**src/hdl/ssc_pkg.sv**
```systemverilog
// ----------------------------------------------------------------------------
// ssc_pkg
// Shared types, constants and tables for the scan sample to cartesian block.
// ----------------------------------------------------------------------------
package ssc_pkg;

  // Default build values
  localparam int SAMPLE_BITS_DEF = 12;
  localparam int FRAC_BITS_DEF   = 8;
  localparam int ANGLE_BITS_DEF  = 16;

  // Configuration register indexes
  localparam logic [1:0] REG_CENTER_OFFSET   = 2'd0;
  localparam logic [1:0] REG_POINTS_PER_TURN = 2'd1;
  localparam logic [1:0] REG_PHASE_STEP      = 2'd2;

  // Configuration reset values
  localparam logic [11:0] CENTER_OFFSET_RST   = 12'd346;
  localparam logic [10:0] POINTS_PER_TURN_RST = 11'd1024;
  localparam logic [15:0] PHASE_STEP_RST      = 16'd64;

  // Field widths fixed by the interface
  localparam int OFFSET_W = 12;
  localparam int POINTS_W = 11;
  localparam int STEP_W   = 16;
  localparam int COORD_W  = 16;
  localparam int RING_W   = 16;
  localparam int INDEX_W  = 10;
  localparam int CFG_IDX_W  = 2;
  localparam int CFG_DATA_W = 16;

  localparam logic [POINTS_W-1:0] MAX_POINTS = 11'd1024;

  // Division by 30 as multiply by reciprocal, exact for magnitudes below 2^16
  localparam int          DIV_SHIFT = 20;
  localparam logic [15:0] DIV_RECIP = 16'd34953;

  // CORDIC rotator, Q14 with gain compensation in the start vector
  localparam int TRIG_W          = 18;
  localparam int Z_W             = 18;
  localparam int CORDIC_ITERS    = 16;
  localparam int ITERS_PER_STAGE = 4;
  localparam int CORDIC_STAGES   = CORDIC_ITERS / ITERS_PER_STAGE;
  localparam int CORDIC_GAIN     = 9949;
  localparam int QUARTER_TURN    = 16384;
  localparam int HALF_TURN       = 32768;
  localparam int TRIG_FRAC       = 14;

  localparam int XY_LIMIT = 31744;

  typedef logic signed [TRIG_W-1:0] trig_t;
  typedef logic signed [Z_W-1:0]    zang_t;

  // atan(2^-i) in 1/65536 turn
  function automatic zang_t atan_turn(input int i);
    zang_t r;
    case (i)
      0:       r = zang_t'(8192);
      1:       r = zang_t'(4836);
      2:       r = zang_t'(2555);
      3:       r = zang_t'(1297);
      4:       r = zang_t'(651);
      5:       r = zang_t'(326);
      6:       r = zang_t'(163);
      7:       r = zang_t'(81);
      8:       r = zang_t'(41);
      9:       r = zang_t'(20);
      10:      r = zang_t'(10);
      11:      r = zang_t'(5);
      12:      r = zang_t'(3);
      13:      r = zang_t'(1);
      14:      r = zang_t'(1);
      default: r = zang_t'(0);
    endcase
    return r;
  endfunction

endpackage

```
**src/hdl/ssc_cordic_stage.sv**
```systemverilog
// ----------------------------------------------------------------------------
// ssc_cordic_stage
// One registered slice of the CORDIC rotator: ITERS_PER_STAGE micro-rotations, registered while en is high.
// ----------------------------------------------------------------------------
module ssc_cordic_stage #(
  parameter int FIRST_ITER = 0
) (
  input  logic          clk,
  input  logic          en,
  input  ssc_pkg::trig_t x_in,
  input  ssc_pkg::trig_t y_in,
  input  ssc_pkg::zang_t z_in,
  output ssc_pkg::trig_t x_out,
  output ssc_pkg::trig_t y_out,
  output ssc_pkg::zang_t z_out
);
  import ssc_pkg::*;

  trig_t x_next;
  trig_t y_next;
  zang_t z_next;

  // Rotate toward zero residual angle, shifts floor toward minus infinity
  always_comb begin
    trig_t xv;
    trig_t yv;
    trig_t dx;
    trig_t dy;
    zang_t zv;
    xv = x_in;
    yv = y_in;
    zv = z_in;
    for (int j = 0; j < ITERS_PER_STAGE; j++) begin
      dx = yv >>> (FIRST_ITER + j);
      dy = xv >>> (FIRST_ITER + j);
      if (zv >= 0) begin
        xv = xv - dx;
        yv = yv + dy;
        zv = zv - atan_turn(FIRST_ITER + j);
      end else begin
        xv = xv + dx;
        yv = yv - dy;
        zv = zv + atan_turn(FIRST_ITER + j);
      end
    end
    x_next = xv;
    y_next = yv;
    z_next = zv;
  end

  // Hold on stall
  always_ff @(posedge clk) begin
    if (en) begin
      x_out <= x_next;
      y_out <= y_next;
      z_out <= z_next;
    end
  end

endmodule

```
**src/hdl/scan_sample_to_cartesian.sv**
```systemverilog
// ----------------------------------------------------------------------------
// scan_sample_to_cartesian
// Converts raw range samples of a rotating scan into x, y and ring height.
//
//   channel  dir  handshake          payload
//   s_*      in   tvalid/tready      tdata: sample; tuser: restart
//   m_*      out  tvalid/tready      tdata: x_pos, y_pos, height_tenths
//   cfg_*    in   cfg_valid/ready    cfg_index, cfg_data (ready out of reset)
//
// One item per cycle while the output is not stalled.
// The pipeline is the input register, the four CORDIC slices, the product
// stage and the output register; the radius stages run alongside the slices.
// A stalled output freezes the whole pipeline; s_tready follows the output
// register being free or taken in the same cycle.
// Reset clears the counters, the stage valids and restores register defaults.
// ----------------------------------------------------------------------------
module scan_sample_to_cartesian #(
  parameter int SAMPLE_BITS = ssc_pkg::SAMPLE_BITS_DEF,
  parameter int FRAC_BITS   = ssc_pkg::FRAC_BITS_DEF,
  parameter int ANGLE_BITS  = ssc_pkg::ANGLE_BITS_DEF
) (
  input  logic clk,
  input  logic rst,
  input  logic s_tvalid,
  output logic s_tready,
  input  logic [((SAMPLE_BITS+7)/8)*8-1:0] s_tdata,  // sample
  input  logic s_tuser,                              // restart
  output logic m_tvalid,
  input  logic m_tready,
  output logic [3*ssc_pkg::COORD_W-1:0] m_tdata,     // x_pos, y_pos, height_tenths
  input  logic cfg_valid,
  output logic cfg_ready,
  input  logic [ssc_pkg::CFG_IDX_W-1:0] cfg_index,
  input  logic [ssc_pkg::CFG_DATA_W-1:0] cfg_data
);
  import ssc_pkg::*;

  localparam int MAG_W = (SAMPLE_BITS > OFFSET_W) ? SAMPLE_BITS : OFFSET_W;
  localparam int QW    = $clog2(((1 << MAG_W) - 1) / 30 + 1);
  localparam int RW    = QW + 1;
  localparam int PRODQ_W = MAG_W + 16;
  localparam int PW    = RW + TRIG_W;
  localparam int SH    = TRIG_FRAC - FRAC_BITS;

  // Configuration registers
  logic [OFFSET_W-1:0] center_offset;
  logic [POINTS_W-1:0] points_per_turn;
  logic [STEP_W-1:0]   phase_step;

  // Scan state
  logic [INDEX_W-1:0]    angle_index;
  logic [ANGLE_BITS-1:0] phase;
  logic [RING_W-1:0]     ring_index;

  logic en;
  logic take;

  assign cfg_ready = !rst;
  assign en        = !m_tvalid || m_tready;
  assign s_tready  = en && !rst;
  assign take      = s_tvalid && en;

  // Register writes
  always_ff @(posedge clk) begin
    if (rst) begin
      center_offset   <= CENTER_OFFSET_RST;
      points_per_turn <= POINTS_PER_TURN_RST;
      phase_step      <= PHASE_STEP_RST;
    end else if (cfg_valid) begin
      case (cfg_index)
        REG_CENTER_OFFSET:   center_offset   <= cfg_data[OFFSET_W-1:0];
        REG_POINTS_PER_TURN: points_per_turn <= cfg_data[POINTS_W-1:0];
        REG_PHASE_STEP:      phase_step      <= cfg_data[STEP_W-1:0];
        default: ;
      endcase
    end
  end

  // ---- Counter update at transfer ----
  logic [INDEX_W-1:0]    angle_used;
  logic [ANGLE_BITS-1:0] phase_used;
  logic [RING_W-1:0]     ring_used;
  logic [POINTS_W-1:0]   limit;
  logic [POINTS_W-1:0]   angle_inc;
  logic [ANGLE_BITS-1:0] step_a;
  logic [15:0]           ph16;

  assign angle_used = s_tuser ? '0 : angle_index;
  assign phase_used = s_tuser ? '0 : phase;
  assign ring_used  = s_tuser ? '0 : ring_index;
  assign angle_inc  = POINTS_W'(angle_used) + POINTS_W'(1);

  // Clamp points per turn to 1..1024
  always_comb begin
    if (points_per_turn == '0) begin
      limit = POINTS_W'(1);
    end else if (points_per_turn > MAX_POINTS) begin
      limit = MAX_POINTS;
    end else begin
      limit = points_per_turn;
    end
  end

  // Size the step to the phase accumulator and align the phase to a 16-bit turn
  if (ANGLE_BITS >= 16) begin : g_wide_angle
    assign step_a = ANGLE_BITS'(phase_step);
    assign ph16   = phase_used[ANGLE_BITS-1 -: 16];
  end else begin : g_narrow_angle
    assign step_a = phase_step[ANGLE_BITS-1:0];
    assign ph16   = {phase_used, {(16-ANGLE_BITS){1'b0}}};
  end

  always_ff @(posedge clk) begin
    if (rst) begin
      angle_index <= '0;
      phase       <= '0;
      ring_index  <= '0;
    end else if (take) begin
      if (angle_inc >= limit) begin
        angle_index <= '0;
        phase       <= '0;
        ring_index  <= ring_used + RING_W'(1);
      end else begin
        angle_index <= angle_inc[INDEX_W-1:0];
        phase       <= phase_used + step_a;
        ring_index  <= ring_used;
      end
    end
  end

  // ---- Stage 0: fold angle into +-quarter turn, take offset magnitude ----
  zang_t z_fold;
  logic  flip_next;
  logic signed [MAG_W:0] diff;
  logic [MAG_W-1:0] mag_next;

  always_comb begin
    z_fold    = zang_t'($signed(ph16));
    flip_next = 1'b0;
    if (z_fold > zang_t'(QUARTER_TURN)) begin
      z_fold    = z_fold - zang_t'(HALF_TURN);
      flip_next = 1'b1;
    end else if (z_fold < -zang_t'(QUARTER_TURN)) begin
      z_fold    = z_fold + zang_t'(HALF_TURN);
      flip_next = 1'b1;
    end
  end

  assign diff = $signed({1'b0, MAG_W'(s_tdata[SAMPLE_BITS-1:0])})
              - $signed({1'b0, MAG_W'(center_offset)});
  assign mag_next = diff[MAG_W] ? MAG_W'(-diff) : diff[MAG_W-1:0];

  logic [7:1]          vld;
  logic [MAG_W-1:0]    mag0;
  logic                neg0;
  logic                neg1;
  logic                flip_p [0:CORDIC_STAGES];
  logic [RING_W-1:0]   ring_p [0:5];
  trig_t               x_p    [0:CORDIC_STAGES];
  trig_t               y_p    [0:CORDIC_STAGES];
  zang_t               z_p    [0:CORDIC_STAGES];
  logic [PRODQ_W-1:0]  prod1;
  logic signed [RW-1:0] rad_p [2:4];

  // Stage valids
  always_ff @(posedge clk) begin
    if (rst) begin
      vld <= '0;
    end else if (en) begin
      vld <= {vld[6:1], s_tvalid};
    end
  end
  assign m_tvalid = vld[7];

  always_ff @(posedge clk) begin
    if (en) begin
      mag0      <= mag_next;
      neg0      <= diff[MAG_W];
      flip_p[0] <= flip_next;
      ring_p[0] <= ring_used;
      x_p[0]    <= trig_t'(CORDIC_GAIN);
      y_p[0]    <= '0;
      z_p[0]    <= z_fold;
    end
  end

  // ---- Stages 1..4: CORDIC slices ----
  for (genvar k = 0; k < CORDIC_STAGES; k++) begin : g_cordic
    ssc_cordic_stage #(
      .FIRST_ITER(k * ITERS_PER_STAGE)
    ) u_stage (
      .clk   (clk),
      .en    (en),
      .x_in  (x_p[k]),
      .y_in  (y_p[k]),
      .z_in  (z_p[k]),
      .x_out (x_p[k+1]),
      .y_out (y_p[k+1]),
      .z_out (z_p[k+1])
    );

    // Carry side data alongside
    always_ff @(posedge clk) begin
      if (en) begin
        flip_p[k+1] <= flip_p[k];
        ring_p[k+1] <= ring_p[k];
      end
    end
  end

  // Radius: divide magnitude by 30, then restore sign
  always_ff @(posedge clk) begin
    if (en) begin
      prod1    <= PRODQ_W'(mag0 * DIV_RECIP);
      neg1     <= neg0;
      rad_p[2] <= neg1 ? -$signed({1'b0, prod1[DIV_SHIFT +: QW]})
                       : $signed({1'b0, prod1[DIV_SHIFT +: QW]});
      rad_p[3] <= rad_p[2];
      rad_p[4] <= rad_p[3];
    end
  end

  // ---- Stage 5: scale by cosine and sine ----
  trig_t cs;
  trig_t sn;
  logic signed [PW-1:0] px;
  logic signed [PW-1:0] py;

  assign cs = flip_p[CORDIC_STAGES] ? -x_p[CORDIC_STAGES] : x_p[CORDIC_STAGES];
  assign sn = flip_p[CORDIC_STAGES] ? -y_p[CORDIC_STAGES] : y_p[CORDIC_STAGES];

  always_ff @(posedge clk) begin
    if (en) begin
      px        <= PW'(rad_p[4] * cs);
      py        <= PW'(rad_p[4] * sn);
      ring_p[5] <= ring_p[CORDIC_STAGES];
    end
  end

  // ---- Stage 6: round half up, saturate, output register ----
  logic signed [PW:0] rx;
  logic signed [PW:0] ry;

  if (SH > 0) begin : g_round
    localparam logic signed [PW:0] RND = (PW+1)'(1) << (SH - 1);
    assign rx = ($signed({px[PW-1], px}) + RND) >>> SH;
    assign ry = ($signed({py[PW-1], py}) + RND) >>> SH;
  end else begin : g_no_round
    assign rx = $signed({px[PW-1], px});
    assign ry = $signed({py[PW-1], py});
  end

  function automatic logic [COORD_W-1:0] sat_coord(input logic signed [PW:0] v);
    logic [COORD_W-1:0] r;
    if (v > $signed((PW+1)'(XY_LIMIT))) begin
      r = COORD_W'(XY_LIMIT);
    end else if (v < -$signed((PW+1)'(XY_LIMIT))) begin
      r = COORD_W'(-XY_LIMIT);
    end else begin
      r = v[COORD_W-1:0];
    end
    return r;
  endfunction

  always_ff @(posedge clk) begin
    if (en) begin
      m_tdata <= {ring_p[5], sat_coord(ry), sat_coord(rx)};
    end
  end

endmodule

```
**config.mk**
```make
export PLATFORM = sky130hd
export DESIGN_NAME = scan_sample_to_cartesian
export DESIGN_NICKNAME = d
export VERILOG_FILES = /design/src/hdl/ssc_pkg.sv /design/src/hdl/ssc_cordic_stage.sv /design/src/hdl/scan_sample_to_cartesian.sv
export SDC_FILE = /design/constraint.sdc
export NUM_CORES = 2
export LEC_CHECK = 0
export ABC_CLOCK_PERIOD_IN_PS = 32900
export BUFFER_PORTS_ARGS = -buffer_cell sky130_fd_sc_hd__clkbuf_2
export CAP_MARGIN = 20
export CORE_UTILIZATION = 55
export CTS_BUF_LIST = sky130_fd_sc_hd__clkbuf_4
export DETAILED_ROUTE_END_ITERATION = 7
export PLACE_DENSITY = 0.71
export SETUP_SLACK_MARGIN = 0.4
export SKIP_LAST_GASP = 1
export SYNTH_ARGS = -nofsm -noshare
export SYNTH_HDL_FRONTEND = slang
export SYNTH_HIERARCHICAL = 1
export SYNTH_SLANG_ARGS = --single-unit
```
**constraint.sdc**
```tcl
create_clock -name clk -period 32.9 [get_ports clk]
set_clock_uncertainty 0.1 [all_clocks]
set_input_delay 4.935 -clock clk [delete_from_list [all_inputs] [get_ports clk]]
set_output_delay 4.935 -clock clk [all_outputs]
set_load 0.1 [all_outputs]
```
; ---- Yosys cells after proc, flatten, opt, wreduce, memory -nomap -nowiden
; Memories as Yosys holds them, arrays and structs flattened. A register that Yosys moved wholly into a read port is not among the register bits.
; Cells that the tools add are included.
[word_totals]
reg_bits = 432
ramBits = 128
input_bits = 40
output_inout_bits = 51
elab_cells = 271
n_memories = 3
[mem_list]
columns = name, depth, word_bits, rd, rd_clocked_by_memory_dff, wr, line
row1 = ring_p, 6, 16, 6, 1, 6, scan_sample_to_cartesian.sv:158  ; logic [RING_W-1:0] ring_p [0:5];
row2 = rad_p, 3, 9, 3, 0, 3, scan_sample_to_cartesian.sv:163  ; logic signed [RW-1:0] rad_p [2:4];
row3 = flip_p, 5, 1, 5, 0, 5, scan_sample_to_cartesian.sv:157  ; logic flip_p [0:CORDIC_STAGES];
[classes]
n_addsub = 102
multipliers = 3
magnitude_cmp = 24
eq_ne = 2
mux = 96
reduce_logical = 12
[op_table]
columns = cell, n
row1 = two-way mux 18 bit, 80
row2 = ">= comparator 18 x 1 -> 1 bit, second input constant", 16
row3 = adder 18 bit, 15
row4 = subtractor 18 bit, 15
row5 = two-way mux 16 bit, 6
row6 = "adder 27 x 7 -> 28 bit, second input constant", 2
row7 = multiplier 9 x 18 -> 27 bit, 2
row8 = "greater-than comparator 22 x 16 -> 1 bit, second input constant", 2
row9 = "less-than comparator 22 x 16 -> 1 bit, second input constant", 2
row10 = adder 18 x 10 -> 18 bit, 2
row11 = adder 18 x 11 -> 18 bit, 2
row12 = adder 18 x 12 -> 18 bit, 2
row13 = adder 18 x 13 -> 18 bit, 2
row14 = adder 18 x 14 -> 18 bit, 2
row15 = adder 18 x 15 -> 18 bit, 2
row16 = adder 18 x 16 -> 18 bit, 2
row17 = adder 18 x 3 -> 18 bit, 2
row18 = adder 18 x 4 -> 18 bit, 2
row19 = adder 18 x 5 -> 18 bit, 2
row20 = adder 18 x 6 -> 18 bit, 2
row21 = adder 18 x 7 -> 18 bit, 2
row22 = adder 18 x 8 -> 18 bit, 2
row23 = adder 18 x 9 -> 18 bit, 2
row24 = negator 18 bit, 2
row25 = 45 further kinds, 69

; ---- Longest topological paths before layout
[logic_depth]
word_depth = 16
depth_mapped = 72
depth_no_buf = 70

; ---- Modules after synthesis
; Netlist, hierarchy kept.
[modules_own_cells]
columns = mod, instances, cells_per_inst, area_each_um2, seq_area_each_um2
row1 = scan_sample_to_cartesian, 1, 2618, 27365.0, 9539.1
row2 = ssc_cordic_stage at g_cordic[0].u_stage, 1, 1766, 13690.6, 1621.6
row3 = ssc_cordic_stage at g_cordic[1].u_stage, 1, 1661, 12934.9, 1621.6
row4 = ssc_cordic_stage at g_cordic[2].u_stage, 1, 1594, 12542.0, 1621.6
row5 = ssc_cordic_stage at g_cordic[3].u_stage, 1, 1457, 11609.9, 1621.6

; ---- Worst setup path before layout
; OpenSTA, ideal clock, no wires.
[synth_timing]
path_type = in2reg
startpoint = input port m_tready
endpoint = register ring_index[13]
setup_time_ns = 0.128
t_arrival_ns = 18.161
required_time_ns = 32.672
path_slack_ns = 14.511
path_stages = 10
path_buffers = 3
path_cell_list = nor2b_1 -> clkbuf_1 -> clkinv_1 -> and2_1 -> clkbuf_1 -> nand2_1 -> clkbuf_1 -> nand2_1 -> xor2_1 -> nor2_1
[synth_via]
elab_chain_len = 2
[synth_lines]
columns = element, line
row1 = "start, declared", scan_sample_to_cartesian.sv:29  ; input logic m_tready,
row2 = logical OR 1 bit, scan_sample_to_cartesian.sv:59  ; assign en = !m_tvalid || m_tready;
row3 = net en, scan_sample_to_cartesian.sv:55  ; logic en;
row4 = logical AND 1 bit, scan_sample_to_cartesian.sv:61  ; assign take = s_tvalid && en;
row5 = "end signal, assigned", scan_sample_to_cartesian.sv:122  ; ring_index <= ring_used + RING_W'(1);
row6 = "end signal, assigned", scan_sample_to_cartesian.sv:126  ; ring_index <= ring_used;
row7 = "end, declared", scan_sample_to_cartesian.sv:53  ; logic [RING_W-1:0] ring_index;
; The timed path passes the listed nets, and every way through them passes these cells.
; A chain may end at the register's enable or synchronous reset.

; ---- Worst setup path in the final report
[layout_timing]
startpoint = register g_cordic[2].u_stage/z_out[17] (netlist name)
endpoint = register g_cordic[3].u_stage/y_out[16] (netlist name)
[layout_via]
elab_chain_len = 8
word_cells_on_any_way = 30
classes_between = add/sub: 16 / order compare: 4 / mux: 10
[layout_lines]
columns = element, line
row1 = ">= comparator 18 x 1 -> 1 bit, or another cell as far along", ssc_cordic_stage.sv:36  ; if (zv >= 0) begin
row2 = two-way mux 18 bit, ssc_cordic_stage.sv:36
row3 = "subtractor 18 x 5 -> 18 bit, or another cell as far along", ssc_cordic_stage.sv:42  ; yv = yv - dy;
row4 = two-way mux 18 bit, ssc_cordic_stage.sv:36
row5 = "subtractor 18 x 4 -> 18 bit, or another cell as far along", ssc_cordic_stage.sv:42
row6 = two-way mux 18 bit, ssc_cordic_stage.sv:36
row7 = "subtractor 18 x 3 -> 18 bit, or another cell as far along", ssc_cordic_stage.sv:42
row8 = two-way mux 18 bit (*), ssc_cordic_stage.sv:36
row9 = net g_cordic[3].u_stage.y_next[16], ssc_cordic_stage.sv:20  ; trig_t y_next;
; The timed path passes the listed nets; every way through them passes the cells marked *.

==> qor.csv <==
stage;metric;value;unit
yosys;syn_inst;9006;
placed_design;dpl_cell_area;79760;sq um
clocking;post_cts_resized;0;
global_routing;grt_pass1_wl;297400;microns
floorplanning;rows;137;
finish;final_area;81720;sq um
timing;hold_violations;0;
clocking;post_cts_buffers;0;
critical_path;cp_num_buf_inv;4;
finish;final_cell_mix;ha_1, nand2_1, inv_1;
global_routing;grt_usage;24.95;%
critical_path;cpMaxStageDelayCell;xnor2_2;
floorplanning;io_pins;91;
clocking;clkLatencyLatePin;1.14;ns
clocking;cts_made_buffers;148;
floorplanning;die_y;376.6;microns
floorplanning;start_util;55.37;%
finish;fillCellCount;12372;
timing;layout_min_cycle_time;15.21;ns
critical_path;r2r-end;g_cordic[3].u_stage/y_out[16]$_DFFE_PP_;
critical_path;rrSetupSlack;17.69;ns
clocking;cts.path.max_buffers;3;
yosys;syn_area_per_cell;8.568;sq um
timing;fmax;65.74;MHz
detailed_routing;routed_via_density;5.725;
critical_path;worst_setup_path_start_kind;register;
yosys;yosysWarnings;6;
critical_path;critPathCapture;g_cordic[3].u_stage/y_out[16]$_DFFE_PP_;
timing;worst_slack;17.69;ns
detailed_routing;wl_per_cell;15.93;microns
critical_path;crit_fanout;30;
critical_path;max_stage_delay;0.58;ns
timing;rsz0062_at_grt;no;
critical_path;cp.required;33.64;ns
finish;area_delta_synth_final;5.896;%
global_routing;grt_pass1_vias;62384;
critical_path;crit_type;register to register;
global_routing;antenna_found_initial;3;
placed_design;gp_congestion;0.9307;
timing;relSlewSlack;29.65;%
clocking;cts_root_buf;clkbuf_4;
clocking;cts.htree.levels;4;
clocking;ctsHoldBuffers;0;
yosys;syn-cell-area;77170;sq um
clocking;clock-sinks;545;
floorplanning;die_w;376.6;microns
detailed_routing;ant_nets;0;
critical_path;critical_path_depth;62;
floorplanning;die-area;141800;sq um
critical_path;worstPathArrival;15.95;ns
critical_path;cp-startpoint;g_cordic[2].u_stage/z_out[17]$_DFFE_PP_;
finish;layout.nets;10622;
job;max_cap_violations;0;
timing;setup_violations;0;
detailed_routing;drc_errors;0;
finish;layout_commonest_cell;ha_1;
detailed_routing;drtIter0Drc;3701;
timing;fin_tns_setup;0;ns
detailed_routing;wl;178200;microns
finish;drive_gt1_share;6.246;%
placed_design;port_buffers;86;
global_routing;grt_max_degree;163;
timing;drv_slew;0;
timing;worst_pin_slew;1.029;ns
clocking;clkSlewWorstSetupHoldPaths;0.06;ns
placed_design;dpl_worst_slack;17.80;ns
status;status;finished, final reports clean;
detailed_routing;vias;64028;
clocking;cts_tree;yes;
placed_design;hpwl;143700;microns
floorplanning;core;139400;sq um
detailed_routing;drt_pass1_iterations;6;
critical_path;cp_common_cell;o21ai_0;
finish;fin_cells;11183;
global_routing;gr-total-overflow;0;
worst_hold_path;hold_class;register to register;
critical_path;r2r_cells;62;
critical_path;cpLargestDelayFamily;compound AO/OA/AOI/OAI gates;
placed_design;placed_cells;10924;
timing;fin_crit_sh;46.23;%
critical_path;worstReg2RegStart;g_cordic[2].u_stage/z_out[17]$_DFFE_PP_;
critical_path;endpoint_kind;register;
## flip-flops by register name, summed over array words and instances (netlist names)
| register | flops |
|---|---|
| angle_index | 10 |
| center_offset | 12 |
| flip_p | 5 |
| g_cordic.u_stage/x_out | 72 |
| g_cordic.u_stage/y_out | 72 |
| g_cordic.u_stage/z_out | 54 |
| m_tdata | 48 |
| mag0 | 12 |
| neg0 | 1 |
| neg1 | 1 |
| phase | 16 |
| phase_step | 16 |
| points_per_turn | 11 |
| prod1 | 8 |
| px | 22 |
| py | 22 |
| rad_p | 27 |
| ring_index | 16 |
| ring_p | 96 |
| vld | 7 |
| z_p | 17 |
## cell type report
class                           instances  area [sq um]  area share, %
Clock inverter                         59         455.4         0.5573
Inverter                              779          2942          3.600
Tap cell                             1876          2347          2.872
Timing Repair Buffer                  129         785.8         0.9616
Clock buffer                          194          1456          1.782
Antenna cell                            5         12.51        0.01531
Multi-Input combinational cell       7596         58230          71.26
Sequential cell                       545         15480          18.95
## metal layers
metal	global-route usage, %	wire length, microns
met1	32.14	81070
met4	7.701	4520
met2	43.61	85530
met3	2.790	7078
met5	0	0
## worst min-delay path by stage
stage	start	endpoint	slack, ns	cells after the start
5_1_grt	ring_p[2][9]$_DFFE_PN_	ring_p[3][9]$_DFFE_PN_	0.29	0
2_1_floorplan	flip_p[0][0]$_SDFFCE_PP1N_	flip_p[0][1]$_DFFE_PN_	0.30	0
3_3_place_gp	rad_p[3][3]$_DFFE_PN_	rad_p[4][3]$_DFFE_PN_	0.30	0
6_report	ring_p[2][9]$_DFFE_PN_	ring_p[3][9]$_DFFE_PN_	0.30	0
3_5_place_dp	ring_p[5][2]$_DFFE_PN_	m_tdata[34]$_DFFE_PN_	0.30	0
4_1_cts	ring_p[2][9]$_DFFE_PN_	ring_p[3][9]$_DFFE_PN_	0.28	0
## stage by stage
stage,util (%),hold slack (ns)
floorplan,-,0.3003
global placement,57.24,0.3008
detailed placement,57.24,0.3045
CTS,58.61,0.2806
global route,58.64,0.2898
finish,58.64,0.2980
Power is left out: the tool's default activity adds up to more than one toggle a clock period on the data nets, which glitch-free logic cannot reach.
